File: config.mk
export PLATFORM = sky130hd
export DESIGN_NAME = window_rank_numbering_core
export DESIGN_NICKNAME = d
export VERILOG_FILES = /design/src/sv/wnr_pkg.sv /design/src/sv/wnr_front.sv /design/src/sv/wnr_queue.sv /design/src/sv/wnr_back.sv /design/src/sv/window_rank_numbering_core.sv
export SDC_FILE = /design/constraint.sdc
export NUM_CORES = 1
export LEC_CHECK = 0
export BUFFER_PORTS_ARGS = -buffer_cell sky130_fd_sc_hd__buf_2
export CORE_MARGIN = 2
export CORE_UTILIZATION = 55
export CTS_CLUSTER_DIAMETER = 150
export DETAILED_ROUTE_END_ITERATION = 8
export PLACE_DENSITY = 0.8
export SYNTH_ARGS = -nofsm -noshare
export SYNTH_HDL_FRONTEND = slang
export SYNTH_HIERARCHICAL = 1
export SYNTH_SLANG_ARGS = --single-unit
File: constraint.sdc
create_clock -name aclk -period 6.2 [get_ports aclk]
set_input_delay 1.24 -clock aclk [delete_from_list [all_inputs] [get_ports aclk]]
set_output_delay 1.24 -clock aclk [all_outputs]
set_load 0.03 [all_outputs]
File: src/sv/wnr_pkg.sv
`default_nettype none
package wnr_pkg;

    localparam int ROW_BITS      = 32;
    localparam int FRACTION_BITS = 16;
    localparam int PCT_BITS      = FRACTION_BITS + 1;
    localparam int QUEUE_DEPTH   = 2;
    localparam int QPTR_BITS     = $clog2(QUEUE_DEPTH);
    localparam int QCNT_BITS     = $clog2(QUEUE_DEPTH + 1);
    localparam int STEP_BITS     = $clog2(FRACTION_BITS + 1);

    typedef logic [ROW_BITS-1:0] row_t;
    typedef logic [PCT_BITS-1:0] pct_t;

    localparam row_t ROW_MAX = '1;
    localparam pct_t PCT_ONE = {1'b1, {FRACTION_BITS{1'b0}}};

    // How percent rank is formed for one row.
    typedef enum logic [1:0] {
        PCT_ZERO,
        PCT_FULL,
        PCT_DIVIDE
    } pct_kind_t;

    typedef struct packed {
        row_t      row_index;
        row_t      gap_rank;
        row_t      compact_rank;
        row_t      numer;
        row_t      denom;
        pct_kind_t kind;
    } work_item_t;

endpackage
`default_nettype wire

File: src/sv/wnr_front.sv
`default_nettype none
module wnr_front (
    input  wire                  aclk,
    input  wire                  aresetn,
    input  wire                  s_valid,
    output logic                 s_ready,
    input  wire                  s_partition_start,
    input  wire                  s_ties_previous,
    input  wnr_pkg::row_t        s_partition_rows,
    output logic                 push_valid,
    input  wire                  push_ready,
    output wnr_pkg::work_item_t  push_item
);
    import wnr_pkg::*;

    row_t position_reg, position_next;
    row_t gap_reg, gap_next;
    row_t dense_reg, dense_next;
    row_t pos_inc, dense_inc;
    logic restart;
    logic accept;

    assign s_ready    = push_ready;
    assign push_valid = s_valid;
    assign accept     = s_valid && push_ready;

    // First row after reset counts as a partition start.
    assign restart   = s_partition_start || (position_reg == '0);
    assign pos_inc   = (position_reg == ROW_MAX) ? position_reg : position_reg + 1'b1;
    assign dense_inc = (dense_reg == ROW_MAX) ? dense_reg : dense_reg + 1'b1;

    always_comb begin
        if (restart) begin
            position_next = row_t'(1);
            gap_next      = row_t'(1);
            dense_next    = row_t'(1);
        end else begin
            position_next = pos_inc;
            gap_next      = s_ties_previous ? gap_reg : pos_inc;
            dense_next    = s_ties_previous ? dense_reg : dense_inc;
        end
    end

    always_comb begin
        push_item.row_index    = position_next;
        push_item.gap_rank     = gap_next;
        push_item.compact_rank = dense_next;
        push_item.numer        = gap_next - 1'b1;
        push_item.denom        = s_partition_rows - 1'b1;
        // gap >= rows is the same test as gap-1 >= rows-1 once rows >= 2
        if (s_partition_rows <= row_t'(1)) begin
            push_item.kind = PCT_ZERO;
        end else if (gap_next >= s_partition_rows) begin
            push_item.kind = PCT_FULL;
        end else begin
            push_item.kind = PCT_DIVIDE;
        end
    end

    always_ff @(posedge aclk) begin
        if (!aresetn) begin
            position_reg <= '0;
            gap_reg      <= '0;
            dense_reg    <= '0;
        end else if (accept) begin
            position_reg <= position_next;
            gap_reg      <= gap_next;
            dense_reg    <= dense_next;
        end
    end

endmodule
`default_nettype wire

File: src/sv/wnr_queue.sv
`default_nettype none
module wnr_queue (
    input  wire                  aclk,
    input  wire                  aresetn,
    input  wire                  push_valid,
    output logic                 push_ready,
    input  wnr_pkg::work_item_t  push_item,
    output logic                 pop_valid,
    input  wire                  pop_ready,
    output wnr_pkg::work_item_t  pop_item
);
    import wnr_pkg::*;

    work_item_t            mem_reg [QUEUE_DEPTH];
    logic [QPTR_BITS-1:0]  wr_ptr_reg, rd_ptr_reg;
    logic [QCNT_BITS-1:0]  count_reg;
    logic                  do_push, do_pop;

    function automatic logic [QPTR_BITS-1:0] ptr_step(input logic [QPTR_BITS-1:0] p);
        return (p == QPTR_BITS'(QUEUE_DEPTH - 1)) ? '0 : p + 1'b1;
    endfunction

    assign push_ready = (count_reg != QCNT_BITS'(QUEUE_DEPTH));
    assign pop_valid  = (count_reg != '0);
    assign pop_item   = mem_reg[rd_ptr_reg];
    assign do_push    = push_valid && push_ready;
    assign do_pop     = pop_valid && pop_ready;

    always_ff @(posedge aclk) begin
        if (do_push) begin
            mem_reg[wr_ptr_reg] <= push_item;
        end
    end

    always_ff @(posedge aclk) begin
        if (!aresetn) begin
            wr_ptr_reg <= '0;
            rd_ptr_reg <= '0;
            count_reg  <= '0;
        end else begin
            if (do_push) begin
                wr_ptr_reg <= ptr_step(wr_ptr_reg);
            end
            if (do_pop) begin
                rd_ptr_reg <= ptr_step(rd_ptr_reg);
            end
            if (do_push && !do_pop) begin
                count_reg <= count_reg + 1'b1;
            end else if (do_pop && !do_push) begin
                count_reg <= count_reg - 1'b1;
            end
        end
    end

endmodule
`default_nettype wire

File: src/sv/wnr_back.sv
`default_nettype none
module wnr_back (
    input  wire                  aclk,
    input  wire                  aresetn,
    input  wire                  pop_valid,
    output logic                 pop_ready,
    input  wnr_pkg::work_item_t  pop_item,
    output logic                 m_valid,
    input  wire                  m_ready,
    output wnr_pkg::row_t        m_row_index,
    output wnr_pkg::row_t        m_gap_rank,
    output wnr_pkg::row_t        m_compact_rank,
    output wnr_pkg::pct_t        m_frac_rank
);
    import wnr_pkg::*;

    logic                     busy_reg;
    logic [STEP_BITS-1:0]     steps_reg;
    row_t                     row_reg, gap_reg, dense_reg;
    row_t                     rem_reg, den_reg;
    logic [FRACTION_BITS-1:0] quo_reg;
    pct_kind_t                kind_reg;
    logic                     m_valid_reg;
    row_t                     m_row_reg, m_gap_reg, m_dense_reg;
    pct_t                     m_pct_reg;

    logic                     out_free, finish, take;
    logic [ROW_BITS:0]        shl, diff;
    logic                     ge;
    pct_t                     pct_value;

    assign out_free  = !m_valid_reg || m_ready;
    assign finish    = busy_reg && (steps_reg == '0) && out_free;
    assign pop_ready = !busy_reg || finish;
    assign take      = pop_valid && pop_ready;

    // One quotient bit per cycle, restoring.
    assign shl  = {rem_reg, 1'b0};
    assign diff = shl - {1'b0, den_reg};
    assign ge   = (shl >= {1'b0, den_reg});

    always_comb begin
        case (kind_reg)
            PCT_ZERO:   pct_value = '0;
            PCT_FULL:   pct_value = PCT_ONE;
            PCT_DIVIDE: pct_value = {1'b0, quo_reg};
            default:    pct_value = '0;
        endcase
    end

    always_ff @(posedge aclk) begin
        if (take) begin
            row_reg   <= pop_item.row_index;
            gap_reg   <= pop_item.gap_rank;
            dense_reg <= pop_item.compact_rank;
            rem_reg   <= pop_item.numer;
            den_reg   <= pop_item.denom;
            kind_reg  <= pop_item.kind;
            quo_reg   <= '0;
        end else if (busy_reg && (steps_reg != '0)) begin
            rem_reg <= ge ? diff[ROW_BITS-1:0] : shl[ROW_BITS-1:0];
            quo_reg <= {quo_reg[FRACTION_BITS-2:0], ge};
        end
    end

    always_ff @(posedge aclk) begin
        if (!aresetn) begin
            busy_reg  <= 1'b0;
            steps_reg <= '0;
        end else if (take) begin
            busy_reg  <= 1'b1;
            steps_reg <= (pop_item.kind == PCT_DIVIDE) ? STEP_BITS'(FRACTION_BITS) : '0;
        end else if (finish) begin
            busy_reg <= 1'b0;
        end else if (busy_reg && (steps_reg != '0)) begin
            steps_reg <= steps_reg - 1'b1;
        end
    end

    always_ff @(posedge aclk) begin
        if (!aresetn) begin
            m_valid_reg <= 1'b0;
        end else if (finish) begin
            m_valid_reg <= 1'b1;
        end else if (m_ready) begin
            m_valid_reg <= 1'b0;
        end
    end

    always_ff @(posedge aclk) begin
        if (finish) begin
            m_row_reg   <= row_reg;
            m_gap_reg   <= gap_reg;
            m_dense_reg <= dense_reg;
            m_pct_reg   <= pct_value;
        end
    end

    assign m_valid        = m_valid_reg;
    assign m_row_index    = m_row_reg;
    assign m_gap_rank     = m_gap_reg;
    assign m_compact_rank = m_dense_reg;
    assign m_frac_rank    = m_pct_reg;

endmodule
`default_nettype wire

File: src/sv/window_rank_numbering_core.sv
// Channel  | Direction | Beat contents
// ---------+-----------+--------------------------------------------------------
// s_       | in        | partition_start, ties_previous, partition_rows[31:0]
// m_       | out       | row_index, gap_rank, compact_rank [31:0], frac_rank[16:0]
//
// Front takes one beat per cycle while the 2-entry queue has room.
// s_ beat to m_valid: queue write, back-end load, then, only when it divides,
// 16 quotient bits one per cycle, then hand-off to the output register.
// Back takes its next row in the hand-off cycle: one row per cycle without a
// divide while m_ does not stall; with one, the bit-serial divider sets the rate.
// Reset (aresetn low, synchronous) clears counters, queue and valid flags.
// An m_ stall fills the queue, after which s_ready drops; no beat is lost.
`default_nettype none
module window_rank_numbering_core (
    input  wire                aclk,
    input  wire                aresetn,
    input  wire                s_valid,
    output logic               s_ready,
    input  wire                s_partition_start,
    input  wire                s_ties_previous,
    input  wnr_pkg::row_t      s_partition_rows,
    output logic               m_valid,
    input  wire                m_ready,
    output wnr_pkg::row_t      m_row_index,
    output wnr_pkg::row_t      m_gap_rank,
    output wnr_pkg::row_t      m_compact_rank,
    output wnr_pkg::pct_t      m_frac_rank
);
    import wnr_pkg::*;

    // front -> queue
    logic       push_valid, push_ready;
    work_item_t push_item;
    // queue -> back
    logic       pop_valid, pop_ready;
    work_item_t pop_item;

    // Rank counters; classifies each row as zero / full / divide.
    wnr_front u_front (
        .aclk              (aclk),
        .aresetn           (aresetn),
        .s_valid           (s_valid),
        .s_ready           (s_ready),
        .s_partition_start (s_partition_start),
        .s_ties_previous   (s_ties_previous),
        .s_partition_rows  (s_partition_rows),
        .push_valid        (push_valid),
        .push_ready        (push_ready),
        .push_item         (push_item)
    );

    // Decouples the counters from the slow divider.
    wnr_queue u_queue (
        .aclk       (aclk),
        .aresetn    (aresetn),
        .push_valid (push_valid),
        .push_ready (push_ready),
        .push_item  (push_item),
        .pop_valid  (pop_valid),
        .pop_ready  (pop_ready),
        .pop_item   (pop_item)
    );

    // Percent-rank divider and output register.
    wnr_back u_back (
        .aclk           (aclk),
        .aresetn        (aresetn),
        .pop_valid      (pop_valid),
        .pop_ready      (pop_ready),
        .pop_item       (pop_item),
        .m_valid        (m_valid),
        .m_ready        (m_ready),
        .m_row_index    (m_row_index),
        .m_gap_rank     (m_gap_rank),
        .m_compact_rank (m_compact_rank),
        .m_frac_rank    (m_frac_rank)
    );

endmodule
`default_nettype wire

==> flow_metrics.tcl <==
set metrics [dict create \
    p_clk_frac 0.256 \
    synth_cells 2499 \
    totalWireLength_um 74040 \
    synth-simple-area-share 0.1180 \
    synth_cell_type_count 85 \
    drc 0 \
    die_w_um 246.0 \
    post-route-period-util 0.8036 \
    crit_arrival_ps 5340 \
    seqPwrFrac 0.424 \
    switching_share 0.3362 \
    status "completed" \
    cts_resized 0 \
    synthToLayoutAreaGrowth_pct 12.21 \
    cts_tree "yes" \
    largest_register_ffs 324 \
    grt_max_degree 105 \
    detail-route-antenna-nets 0 \
    power_switching_mw 5.905 \
    rsz0062_at_grt "false" \
    fin_tns_setup_ps 0 \
    relSlewSlack 0.1280 \
    synth_xor_area_frac 0.03698 \
    syn_area_um2 32210 \
    avgViaCountPerCell 5.897 \
    internal_power_mw 11.66 \
    fin_area_um2 36150 \
    clockBufferDepth 3 \
    hp-class "flip-flop to flip-flop" \
    criticalPathCategory "flip-flop to flip-flop" \
    port_buffers 152 \
    combPwrFrac 0.320 \
    cp-start-kind "flip-flop" \
    avgSynthCellArea_um2 12.89 \
    ys_seq_area_frac 0.6354 \
    maxSlewViolCount 0 \
    leakage_nw 13.13 \
    start_util 0.5573 \
    pre_cts_ws_ps 931.8 \
    worst_pin_slew_ps 1308 \
    synth_compound_area_frac 0.08145 \
    fmax_ghz 0.2007 \
    clkTransAtPathRegs_ps 60 \
    grt_pass1_wl_um 114200 \
    drv_cap 0 \
    final.min_clock_period_ps 4982 \
    synth_top_family_by_area "simple AND/OR/NAND/NOR gates" \
    grt_usage 0.2444 \
    cts_sinks 723 \
    place_congestion 0.9024 \
    ios 153 \
    vdd_drop_max_mv 0.4218 \
    yosysWarnings 6 \
    end_kind "flip-flop" \
    insertion_delay_ps 610 \
    grt_antenna_before_repair 0 \
    htree_num_levels 3 \
    die-area_um2 60520 \
    crit_required_ps 6560 \
    fp.dieH_um 246.0 \
    setup_slack_ps 1218 \
    synth_top_flop_cell "edfxtp_1" \
    synth_edf_count 599 \
    vias 20455 \
    utilization 0.6253 \
    dpl_cell_area_um2 33670 \
    synth.area.mux_share 0.07104 \
    grt_pass1_vias 20082 \
    synth_nets 2610 \
    nets 2753 \
    cts_made_buffers 74 \
    wl_per_cell_um 21.34 \
    drive_gt1_frac 0.1844 \
    dr.pass1.iters 5 \
    p_per_area_nw_per_um2 485.9 \
    worstPathMaxFanout 12 \
    fin_skew_ps 18.37 \
    hold_viol_final 0 \
    grt_overflow 0 \
    async_reset_ff_frac 0 \
    cts_setup_buffers 0 \
    synth_fa_ha_area_frac 0.02859 \
    cts_root_buf "clkbuf_16" \
    hpwl_um 49070 \
    setup_viol 0 \
    synth-seq-cells 723 \
    drt_iter0_markers 2044 \
    row_count 88 \
    cts-hold-fix-buffers 0 \
    fp.coreArea_um2 57810 \
]
metrics by stage:
stage | std cells | total power [mW] | hold slack (ps)
2_1_floorplan | 2499 | 11.70 | 400.3
3_3_place_gp | 3331 | 12.88 | 402.9
3_5_place_dp | 3331 | 13.06 | 404.5
4_1_cts | 3465 | 17.62 | 415.5
5_1_grt | 3465 | 18.36 | 424.4
6_report | 3469 | 17.56 | 407.4
layout make-up:
class	instances	area, um2
inverters	96	372.9
clock buffers	100	2031
fillers	4138	21660
well taps	765	957.2
diodes	4	10.01
flip-flops and latches	723	20470
multi-input cells	1564	10850
repair buffers	183	1018
clock inverters	34	434.2
synth_stat cells, types with 11 or more instances:
master    count  area, um2
nor3_1       50      250.2
a21boi_0     63      473.0
mux2_4       80       1201
nor3b_1      11      82.58
nand3_1      48      240.2
or3_1        11      68.82
buf_2        16      80.08
nor2b_1      22      137.6
nor4_1       25      156.4
edfxtp_1    599      17990
nand2b_1     13      81.33
o21ai_0      81      405.4
and4_1       11      96.34
and2_1       51      319.1
buf_6        11      123.9
mux2i_1      13      130.1
nand2_1     298       1119
nor2_1      160      600.6
xnor2_1      83      727.0
a31oi_1      34      212.7
a21oi_1      73      365.4
o31ai_1      16      120.1
clkbuf_1     74      277.8
mux2_2       85      957.2
xor2_1       53      464.2
a21o_1       31      232.7
nand4_1      36      225.2
inv_1        95      356.6
dfxtp_1     124       2482
ha_1         72      900.9
placed cells by master (no fill, tap or decap), types with 29 or more instances in the layout:
cell       synthesis  routed
xnor2_1           83      83
ha_1              72      72
a21oi_1           73      73
clkbuf_16          0      75
and2_1            51      50
buf_2             16     152
nor2_1           160     160
inv_1             95      93
nand3_1           48      48
buf_4              5      29
dfxtp_1          124     123
a21o_1            31      31
nand2_1          298     296
edfxtp_1         599     599
o21ai_0           81      81
xor2_1            53      53
a21boi_0          63      63
a31oi_1           34      34
mux2_4            80      80
nand4_1           36      36
nor3_1            50      50
mux2_2            85      85
critical path, cell delays in order (launching register included):
cell and delay [ps]:
dfxtp_1 470, ha_1 350, nand4_1 210, nor4_1 260, buf_4 260, nand3_1 240, xnor2_1 380, o21a_1 320
ha_1 280, nand2b_1 140, a21o_1 180, a21o_1 170, a21o_1 170, a21o_1 180, a21o_1 180, a211oi_1 230
o211ai_1 230, a221o_1 350, and2_1 160
power by group through the flow:
stage	combinational (mW)	clock [mW]	sequential, mW
global placement	5.40	0	7.48
floorplan	3.68	0	8.01
global route	6.04	4.77	7.55
detailed placement	5.52	0	7.54
CTS	5.59	4.58	7.46
finish	5.61	4.50	7.45
path summary, 6_finish.rpt:
| path | startpoint | cells past startpoint | to | slack, ps |
|---|---|---|---|---|
| hold / removal | u_back/row_reg[27] | 0 | u_back/m_row_index[27] | 410 |
| setup reg to reg | u_front/position_reg[1] | 18 | u_queue/mem_reg[1][0] | 1220 |
| setup / recovery | u_front/position_reg[1] | 18 | u_queue/mem_reg[1][0] | 1220 |
| hold reg to reg | u_back/row_reg[27] | 0 | u_back/m_row_index[27] | 410 |
cells by family after synthesis:
kind of cell    after synthesis
fa+ha+maj                    73
mux                         178
flops                       723
simple gates                785
xor+xnor                    136
compound gates              392
buf+inv                     212
layer usage:
metal,track usage,part of all wire,vias to the layer above
li1,-,-,9423
met1,0.3397,0.42,10083
met2,0.3979,0.48,840
met3,0.03486,0.070,109
met4,0.07950,0.024,0
met5,0,0,-
Power figures use the tool's default switching activity.
